<file path="src/sv/dcs_pkg.sv">
`default_nettype none
package dcs_pkg;
    localparam int ENTRIES_DEF = 16;
    localparam int MAX_FIRES = 16;

    typedef enum logic [2:0] {
        OP_SCHED_ABS = 3'd0,
        OP_SCHED_REL = 3'd1,
        OP_CANCEL    = 3'd2,
        OP_QUERY     = 3'd3,
        OP_TICK      = 3'd4
    } op_t;

    typedef enum logic [13:0] {
        ST_IDLE    = 14'b00000000000001,
        ST_RM_RD   = 14'b00000000000010,
        ST_RM_CHK  = 14'b00000000000100,
        ST_WR_SLOT = 14'b00000000001000,
        ST_IN_RD   = 14'b00000000010000,
        ST_IN_CHK  = 14'b00000000100000,
        ST_ACK     = 14'b00000001000000,
        ST_TK_RD   = 14'b00000010000000,
        ST_TK_CHK  = 14'b00000100000000,
        ST_FIRE    = 14'b00001000000000,
        ST_OUT     = 14'b00010000000000,
        ST_TK_NEXT = 14'b00100000000000,
        ST_RM_PRV  = 14'b01000000000000,
        ST_IN_LNK  = 14'b10000000000000
    } state_t;
endpackage
`default_nettype wire

</file>
<file path="src/sv/deadline_callout_scheduler.sv">
// Channel  | Signals                                                  | Direction
// request  | valid, ready (out), operation, entry_index, time_value,  | in
//          | repeat_period                                            |
// result   | result_valid, result_ready (in), result_kind, slot_id,   | out
//          | slot_pending, fired_deadline, current_time, last         |
// A schedule unlinks, then does a sorted insert before its result.
// Cancel unlinks the slot; a query answers in the cycle after it is taken.
// A tick searches for each due slot in turn and ends with a closing search;
// each fire result goes out once the following search decides last.
// Reset clears head, time and queued flags; memories need no clearing pass.
// A result stalled by result_ready holds the sequencer before its next result; no request is taken meanwhile.
`default_nettype none
module deadline_callout_scheduler
    import dcs_pkg::*;
#(
    parameter int ENTRIES = ENTRIES_DEF
) (
    input  wire logic        clk,
    input  wire logic        rst_n,
    input  wire logic        valid,
    output logic             ready,
    input  wire logic [2:0]  operation,
    input  wire logic [3:0]  entry_index,
    input  wire logic [63:0] time_value,
    input  wire logic [63:0] repeat_period,
    output logic             result_valid,
    input  wire logic        result_ready,
    output logic             result_kind,
    output logic [3:0]       slot_id,
    output logic             slot_pending,
    output logic [63:0]      fired_deadline,
    output logic [63:0]      current_time,
    output logic             last
);
    localparam int IW = (ENTRIES > 1) ? $clog2(ENTRIES) : 1;
    localparam int LW = $clog2(ENTRIES + 1);
    localparam int CW = $clog2(ENTRIES + 1);
    localparam int FW = $clog2(MAX_FIRES + 1);
    localparam logic [LW-1:0] NIL = LW'(ENTRIES);

    // slot memories: deadline, period, next link
    logic [63:0]   dl_mem  [ENTRIES];
    logic [63:0]   per_mem [ENTRIES];
    logic [LW-1:0] nx_mem  [ENTRIES];

    logic [ENTRIES-1:0] queued_reg, queued_next;
    logic [ENTRIES-1:0] fired_reg, fired_next;
    logic [LW-1:0] head_reg, head_next;
    logic [63:0]   now_reg, now_next;
    state_t        st_reg, st_next;

    logic [2:0]    op_reg, op_next;
    logic [IW-1:0] s_reg, s_next;
    logic [63:0]   tv_reg, tv_next;
    logic [63:0]   per_reg, per_next;
    logic [63:0]   key_reg, key_next;
    logic [LW-1:0] cur_reg, cur_next;
    logic [LW-1:0] prv_reg, prv_next;
    logic [CW-1:0] stp_reg, stp_next;
    logic [FW-1:0] nf_reg, nf_next;
    logic [63:0]   fdl_reg, fdl_next;

    // memory read port (one address, registered data)
    logic [IW-1:0] rd_addr;
    logic [63:0]   rd_dl, rd_per;
    logic [LW-1:0] rd_nx;
    // memory write controls
    logic          we_dp, we_nx;
    logic [IW-1:0] wa_dp, wa_nx;
    logic [63:0]   wd_dl, wd_per;
    logic [LW-1:0] wd_nx;

    // output register
    logic          ov_reg, ov_next;
    logic          ok_reg, ok_next, op_pend_reg, op_pend_next, ol_reg, ol_next;
    logic [3:0]    oid_reg, oid_next;
    logic [63:0]   odl_reg, odl_next, ot_reg, ot_next;

    // release of the held fire result
    logic          emit_fire, emit_last;

    always_ff @(posedge clk)
    begin
        rd_dl  <= dl_mem[rd_addr];
        rd_per <= per_mem[rd_addr];
        rd_nx  <= nx_mem[rd_addr];
        if (we_dp)
        begin
            dl_mem[wa_dp]  <= wd_dl;
            per_mem[wa_dp] <= wd_per;
        end
        if (we_nx)
            nx_mem[wa_nx] <= wd_nx;
    end

    always_ff @(posedge clk or negedge rst_n)
    begin
        if (!rst_n)
        begin
            st_reg     <= ST_IDLE;
            queued_reg <= '0;
            fired_reg  <= '0;
            head_reg   <= NIL;
            now_reg    <= '0;
            ov_reg     <= 1'b0;
            nf_reg     <= '0;
        end
        else
        begin
            st_reg     <= st_next;
            queued_reg <= queued_next;
            fired_reg  <= fired_next;
            head_reg   <= head_next;
            now_reg    <= now_next;
            ov_reg     <= ov_next;
            nf_reg     <= nf_next;
        end
    end

    always_ff @(posedge clk)
    begin
        op_reg  <= op_next;  s_reg   <= s_next;   tv_reg  <= tv_next;
        per_reg <= per_next; key_reg <= key_next; cur_reg <= cur_next;
        prv_reg <= prv_next; stp_reg <= stp_next; fdl_reg <= fdl_next;
        ok_reg  <= ok_next;  oid_reg <= oid_next; op_pend_reg <= op_pend_next;
        odl_reg <= odl_next; ot_reg  <= ot_next;  ol_reg  <= ol_next;
    end

    assign ready          = (st_reg == ST_IDLE) && !ov_reg;
    assign result_valid   = ov_reg;
    assign result_kind    = ok_reg;
    assign slot_id        = oid_reg;
    assign slot_pending   = op_pend_reg;
    assign fired_deadline = odl_reg;
    assign current_time   = ot_reg;
    assign last           = ol_reg;

    logic cur_valid;
    assign cur_valid = (cur_reg < NIL) && (stp_reg < CW'(ENTRIES));

    always_comb
    begin
        st_next = st_reg; queued_next = queued_reg; fired_next = fired_reg;
        head_next = head_reg; now_next = now_reg; nf_next = nf_reg;
        op_next = op_reg; s_next = s_reg; tv_next = tv_reg; per_next = per_reg;
        key_next = key_reg; cur_next = cur_reg; prv_next = prv_reg;
        stp_next = stp_reg; fdl_next = fdl_reg;
        ov_next = ov_reg; ok_next = ok_reg; oid_next = oid_reg;
        op_pend_next = op_pend_reg; odl_next = odl_reg; ot_next = ot_reg;
        ol_next = ol_reg;
        rd_addr = cur_reg[IW-1:0];
        we_dp = 1'b0; wa_dp = s_reg; wd_dl = '0; wd_per = '0;
        we_nx = 1'b0; wa_nx = s_reg; wd_nx = NIL;
        emit_fire = 1'b0; emit_last = 1'b0;

        // drop the result once taken
        if (ov_reg && result_ready)
            ov_next = 1'b0;

        unique case (st_reg)
            ST_IDLE:
            begin
                if (valid && ready)
                begin
                    op_next  = operation;
                    s_next   = IW'(entry_index);
                    tv_next  = time_value;
                    per_next = repeat_period;
                    if (operation <= 3'(OP_QUERY))
                    begin
                        if ({28'd0, entry_index} >= 32'(ENTRIES))
                        begin
                            // out-of-range slot: plain acknowledgement
                            ov_next = 1'b1; ok_next = 1'b0;
                            oid_next = entry_index; op_pend_next = 1'b0;
                            odl_next = '0; ot_next = now_reg; ol_next = 1'b1;
                        end
                        else if (operation == 3'(OP_QUERY))
                        begin
                            ov_next = 1'b1; ok_next = 1'b0;
                            oid_next = entry_index;
                            op_pend_next = queued_reg[IW'(entry_index)];
                            odl_next = '0; ot_next = now_reg; ol_next = 1'b1;
                        end
                        else
                        begin
                            cur_next = head_reg; prv_next = NIL; stp_next = '0;
                            st_next = ST_RM_RD;
                        end
                    end
                    else if (operation == 3'(OP_TICK))
                    begin
                        now_next = now_reg + 64'd1;
                        fired_next = '0;
                        nf_next = '0;
                        cur_next = head_reg; stp_next = '0;
                        st_next = ST_TK_RD;
                    end
                end
            end

            // unlink slot s: walk to it
            ST_RM_RD:
            begin
                if (!queued_reg[s_reg] || !cur_valid)
                begin
                    queued_next[s_reg] = 1'b0;
                    st_next = ST_WR_SLOT;
                end
                else
                    st_next = ST_RM_CHK;
            end
            ST_RM_CHK:
            begin
                if (cur_reg[IW-1:0] == s_reg)
                begin
                    if (prv_reg == NIL)
                        head_next = rd_nx;
                    else
                    begin
                        we_nx = 1'b1; wa_nx = prv_reg[IW-1:0]; wd_nx = rd_nx;
                    end
                    queued_next[s_reg] = 1'b0;
                    st_next = ST_RM_PRV;
                end
                else
                begin
                    prv_next = cur_reg; cur_next = rd_nx;
                    stp_next = stp_reg + 1'b1;
                    st_next = ST_RM_RD;
                end
            end
            ST_RM_PRV:
                st_next = ST_WR_SLOT;

            // write deadline and period, then insert or ack
            ST_WR_SLOT:
            begin
                we_dp = 1'b1; wa_dp = s_reg;
                if (op_reg == 3'(OP_SCHED_ABS))
                begin
                    wd_dl = tv_reg; wd_per = '0; key_next = tv_reg;
                end
                else if (op_reg == 3'(OP_SCHED_REL))
                begin
                    wd_dl = now_reg + tv_reg; wd_per = per_reg;
                    key_next = now_reg + tv_reg;
                end
                if (op_reg == 3'(OP_CANCEL))
                    st_next = ST_ACK;
                else
                begin
                    cur_next = head_reg; prv_next = NIL; stp_next = '0;
                    st_next = ST_IN_RD;
                end
            end

            // sorted insert of slot s with key_reg
            ST_IN_RD:
            begin
                if (!cur_valid)
                    st_next = ST_IN_LNK;
                else
                    st_next = ST_IN_CHK;
            end
            ST_IN_CHK:
            begin
                if (rd_dl <= key_reg)
                begin
                    prv_next = cur_reg; cur_next = rd_nx;
                    stp_next = stp_reg + 1'b1;
                    st_next = ST_IN_RD;
                end
                else
                    st_next = ST_IN_LNK;
            end
            ST_IN_LNK:
            begin
                we_nx = 1'b1; wa_nx = s_reg; wd_nx = cur_reg;
                queued_next[s_reg] = 1'b1;
                if (prv_reg == NIL)
                    head_next = LW'(s_reg);
                if (prv_reg != NIL)
                begin
                    // second link write next cycle
                    st_next = ST_TK_NEXT;
                end
                else
                    st_next = (op_reg == 3'(OP_TICK)) ? ST_OUT : ST_ACK;
            end
            ST_TK_NEXT:
            begin
                we_nx = 1'b1; wa_nx = prv_reg[IW-1:0]; wd_nx = LW'(s_reg);
                st_next = (op_reg == 3'(OP_TICK)) ? ST_OUT : ST_ACK;
            end

            ST_ACK:
            begin
                if (!ov_reg)
                begin
                    ov_next = 1'b1; ok_next = 1'b0;
                    oid_next = 4'(s_reg); op_pend_next = queued_reg[s_reg];
                    odl_next = '0; ot_next = now_reg; ol_next = 1'b1;
                    st_next = ST_IDLE;
                end
            end

            // tick: find first due, unfired slot
            ST_TK_RD:
            begin
                if (!cur_valid || nf_reg == FW'(MAX_FIRES))
                begin
                    // release the held fire as the final result
                    if (nf_reg == '0)
                        st_next = ST_IDLE;
                    else if (!ov_reg)
                    begin
                        emit_fire = 1'b1; emit_last = 1'b1;
                        st_next = ST_IDLE;
                    end
                end
                else
                    st_next = ST_TK_CHK;
            end
            ST_TK_CHK:
            begin
                if (rd_dl > now_reg)
                begin
                    if (nf_reg == '0)
                        st_next = ST_IDLE;
                    else if (!ov_reg)
                    begin
                        emit_fire = 1'b1; emit_last = 1'b1;
                        st_next = ST_IDLE;
                    end
                end
                else if (!fired_reg[cur_reg[IW-1:0]])
                begin
                    // hold until the previous fire can go out
                    if (nf_reg == '0 || !ov_reg)
                    begin
                        emit_fire = (nf_reg != '0);
                        s_next = cur_reg[IW-1:0];
                        fdl_next = rd_dl;
                        key_next = rd_dl + rd_per;
                        per_next = rd_per;
                        fired_next[cur_reg[IW-1:0]] = 1'b1;
                        cur_next = head_reg; prv_next = NIL; stp_next = '0;
                        st_next = ST_FIRE;
                    end
                end
                else
                begin
                    cur_next = rd_nx; stp_next = stp_reg + 1'b1;
                    st_next = ST_TK_RD;
                end
            end
            ST_FIRE:
            begin
                // reuse unlink walk; op_reg stays tick
                st_next = ST_RM_RD;
            end
            ST_OUT:
            begin
                // count the fire and search for the next one
                nf_next = nf_reg + 1'b1;
                cur_next = head_reg; stp_next = '0;
                st_next = ST_TK_RD;
            end
            default:
                st_next = ST_IDLE;
        endcase

        // tick path after unlink: rewrite slot, reinsert if periodic
        if (st_reg == ST_WR_SLOT && op_reg == 3'(OP_TICK))
        begin
            we_dp = 1'b1; wa_dp = s_reg;
            wd_per = per_reg;
            if (per_reg != '0)
            begin
                wd_dl = key_reg;
                cur_next = head_reg; prv_next = NIL; stp_next = '0;
                st_next = ST_IN_RD;
            end
            else
            begin
                wd_dl = '0;
                st_next = ST_OUT;
            end
        end

        // load the held fire into the output register
        if (emit_fire)
        begin
            ov_next = 1'b1; ok_next = 1'b1;
            oid_next = 4'(s_reg); op_pend_next = queued_reg[s_reg];
            odl_next = fdl_reg; ot_next = now_reg; ol_next = emit_last;
        end
    end
endmodule
`default_nettype wire

</file>
<file path="config.mk">
export PLATFORM = sky130hd
export DESIGN_NAME = deadline_callout_scheduler
export DESIGN_NICKNAME = d
export VERILOG_FILES = /design/src/sv/dcs_pkg.sv /design/src/sv/deadline_callout_scheduler.sv
export SDC_FILE = /design/constraint.sdc
export NUM_CORES = 2
export LEC_CHECK = 0
export ABC_CLOCK_PERIOD_IN_PS = 12200
export BUFFER_PORTS_ARGS = -buffer_cell sky130_fd_sc_hd__buf_2
export CAP_MARGIN = 10
export CORE_UTILIZATION = 56
export DETAILED_ROUTE_END_ITERATION = 6
export PLACE_DENSITY_LB_ADDON = 0.3
export SYNTH_ARGS = -nofsm -noshare
export SYNTH_HDL_FRONTEND = slang
export SYNTH_SLANG_ARGS = --single-unit
</file>
<file path="constraint.sdc">
create_clock -name clk -period 12.2 [get_ports clk]
set_input_delay 1.83 -clock clk [delete_from_list [all_inputs] [get_ports clk]]
set_output_delay 1.83 -clock clk [all_outputs]
set_load 0.05 [all_outputs]
</file>
==> impl_summary.md <==
Floorplanning
The die covers around 210000 um2. The initialized floorplan defines roughly 170 standard-cell rows. In this run the count of I/O pins placed on the die edge is approximately 280.

The placeable core region is 206000 um2. The die outline width is 458 um. The effective utilization at floorplan is 56.6%.

In this run the vertical extent of the chip is between 400 and 500 um.

Critical path
The standard cell with the maximum stage delay on the critical path is buf_4. Data on the critical path is required at its endpoint by around 13000 ps. In this run the critical register-to-register path is launched from now_reg[9]. The highest fanout seen on the critical path is 41. Traced cell by cell, the critical path runs through inv_1, ha_1, a21o_1, a21o_1, a21oi_1, o32ai_1, o21ai_0, nor4bb_2, buf_4, a21o_1, nand3_1, clkinv_2, buf_4.

The signal arrival time at the worst endpoint is between 6000 and 7000 ps. The source of the critical timing path is now_reg[9]. In this design, the critical path's most frequently occurring cell is a21o_1.

STA classifies the critical path endpoint as a flop. The critical path is of the reg -> reg type. The delay of the slowest critical-path stage is approximately 760 ps. The kind of launch point of the worst setup path is a flop.

STA
For this run, the top clock speed supported by timing is about 0.18 GHz. The slew at the pin closest to its max-slew limit is 1280 ps. The number of pins with negative max-slew slack in the final report is 0. The final-report hold violation count is 0.

Counting I/O delays and the setup requirement, the final critical path takes around 5700 ps. The share of the clock period used by the worst path after layout is a little under half. The post-route clock skew is 80.4 ps.

The number of endpoints failing setup at the final stage is 0. Setup repair after global routing left no endpoint under its margin. The final setup TNS is 0 ps. The worst relative slew slack is 14.3%.

Global route
In this run the most used layer during global routing was met2. Global routing consumed, over all layers together, a little under a third of the routing resources. The first global-routing pass estimated ~460000 um of wire.

Global routing consumed, on the met3 layer, approximately 6.6% of the routing resources. The via count of the first global-routing pass is ~66000. Entering global routing, the biggest net connects around 120 pins. For this run, global-route usage on met2 was measured as approximately half. The aggregate global routing overflow is 0.

The initial antenna violation count is 16. The met1 track demand over resource is between 40 and 50%.

Routing
The routed design has 324000 um of wire. The number of vias per cell after detailed routing is 6.67. Across all layers, the routed design uses ~67000 vias. In this run, the number of DRC markers left after iteration 0 of detailed routing was 8977. In this run the remaining antenna-violating nets after routing total 0.

Before antenna repair, the detailed router went through 7 iterations. In the final routed layout, each cell accounts on average for 32.5 um. For this run, design rule violations remaining after detail routing come to 5.

Synth
The sequential-to-total area share from yosys stat is a little over two thirds. The number of instances in the synthesized netlist is roughly 6700. The number of distinct library cell variants in the gate-level netlist after synthesis is just over 80. Yosys printed 0 warnings.

In this run, synthesis inferred roughly 2500 flip-flops with an integrated enable. The post-synthesis register bit count is ~2800. The number of nets in the synthesized netlist is between 7000 and 8000. The area of the mapped netlist is 116000 um2. After synthesis, the share of flip-flops with an asynchronous set or reset is around 4.3%.

The most used flip-flop cell after synthesis is edfxtp_1. The mean cell area of the mapped netlist is ~17 um2.

Clocking
The number of setup buffers added after CTS is 0. The clock-pin slew on the worst setup and hold paths is roughly 60 ps. The CTS tree is done. The H-tree generated during clock tree synthesis spans 5 levels. Gates resized during post-CTS repair numbered 0. Hold repair after CTS inserted 0 buffers.

The clock root buffer is clkbuf_16. The latest clock arrival within the worst-skew pair is around 950 ps. TritonCTS created around 300 clock buffers.

CTS saw 2795 sinks. The maximum number of buffers from clock root to sink is 4.

Min path
The worst min-delay path category is reg -> reg. The critical hold path startpoint is result_kind.

Pwr
The net switching power is between 5000 and 6000 uW. IR analysis of the VDD net gives a maximum drop of 123 uV. Internal power comes to ~17000 uW.

The power density relative to cell area is between 150 and 200 nW/um2. Net switching is between 20% and 30% of the power. In this run, the combinational gates consume 8.8% of the power. The share of power burned in the clock network is between 40% and 50%. The static power due to leakage is between 0.04 and 0.05 uW.

The share of total power in sequential cells is between 50% and 60%.

Job
The max-cap check violation count is 0.

Final layout
The layout overhead on the synthesized area is 12.5%. The largest registers in the layout are dl_mem: 1024 flops, per_mem: 1024 flops, nx_mem: 80 flops. The area used by multi-input combinational logic is ~33000 um2. Leaving out fill and tap cells, the most frequent cell in the layout is edfxtp_1.

For this run, the post-layout net count is 7464. Cells with a size suffix above 1 make up 21.8% of the layout. The filler cells instantiated in the layout total 13799.

For this run, the number of standard cells in the final layout without fillers is between 9000 and 10000. Leaving out fill and tap cells, the most frequent cells in the layout are 2525 x edfxtp_1, 680 x mux4_2, 517 x nand2_1. The sequential cells in the finished layout cover a total of just over 80000 um2.

Outcome
The flow ran to the end, but the final reports show violations. The final reports fail on design-rule violations.

Placement
Routability-driven placement finished with a final weighted congestion of slightly above 1. The post-DP HPWL is approximately 190000 um. The number of placed instances, taps included, is 9449.

The count of port buffers added during placement is between 200 and 300.
==> stage by stage <==
stage | instance area (um2) | setup WS (ps) | hold slack [ps] | utilization, % | total power (uW)
5_1_grt | 131000 | 6270 | 486 | 63.7 | 22300
2_1_floorplan | 116000 | 633 | 422 | - | 12300
4_1_cts | 131000 | 6550 | 458 | 63.6 | 21800
6_report | 131000 | 6510 | 460 | 63.7 | 21800
3_5_place_dp | 121000 | 6570 | 447 | 59.0 | 13000
3_3_place_gp | 121000 | 6330 | 445 | 59.0 | 13000
==> Yosys cell counts (all sizes together), types with 9 or more instances <==
master   number  area, um2
o21a         26        195
inv         198        743
mux2i        12        120
ha          258       3230
nand2b       24        150
nand2       521       1960
and2        153        957
nor2        233        882
nor3         63        320
or2          20        125
and3         21        131
o211ai       21        158
and4         11       96.3
clkbuf      231        867
a22oi        30        225
o31ai        32        240
or3          19        124
dfxtp       149       2980
xor2         38        333
mux4        680      15300
o21bai       33        248
a21oi       242       1210
a221o        11        110
a21boi       31        233
a22o         10       87.6
dfrtp       119       2980
a21o        116        871
nor4         39        289
buf          65        246
a211oi       39        293
nand3        68        340
a31oi        52        325
a2111oi       9       78.8
xnor2       145       1270
o21ai       208       1040
nor2b        24        150
edfxtp     2525      75800
nand4        83        549
==> worst paths after layout <==
| kind | depth (start not counted) | slack [ps] | to |
|---|---|---|---|
| min in group asynchronous | 1 | 890 | now_reg[6] |
| worst min register to register | 1 | 460 | result_kind |
| worst max-delay path | 13 | 6510 | fdl_reg[44] |
| worst max register to register | 13 | 6510 | fdl_reg[44] |
| max in group asynchronous | 2 | 9840 | st_reg[11] |
| worst min-delay path | 1 | 460 | result_kind |
==> worst max-delay path: cells and delay by family, from the launching register on <==
family                   cells  cell delay, ps
AO/OA/AOI/OAI                6            1440
buffers and inverters        4            1910
adder cells (fa/ha/maj)      1             280
AND/OR/NAND/NOR              2            1110
flip-flops                   1             410
==> cell families after synthesis <==
group	Yosys count	share of synthesized area, %
mux	698	13.3
simple gates	1308	5.44
buf+inv	494	1.60
flops	2795	70.3
fa+ha+maj	260	2.81
xor+xnor	183	1.38
compound gates	935	5.16
==> area by class of cell <==
| cell class | count | share of cell area (%) |
|---|---|---|
| timing repair buffer | 385 | 1.88 |
| multi-input combinational | 3384 | 25.1 |
| inverter | 198 | 0.570 |
| sequential | 2795 | 62.5 |
| clock inverter | 115 | 0.903 |
| antenna | 6 | 0.0115 |
| tap | 2688 | 2.57 |
| clock buffer | 412 | 6.39 |
==> layer usage <==
layer | vias up | share of wire (%)
met3 | 670 | 11
met4 | 0 | 4.5
met2 | 4169 | 48
met1 | 34297 | 37
met5 | - | 0
li1 | 27423 | -
==> power groups by stage <==
stage	logic [uW]	registers, uW	clock network (uW)
after floorplan	1210	11100	0
after global placement	1830	11100	0
after detailed placement	1860	11100	0
after CTS	1880	11000	8980
after global routing	2040	11000	9340
final	1920	11000	8890
Note: power is estimated with default switching activity, not from simulation.
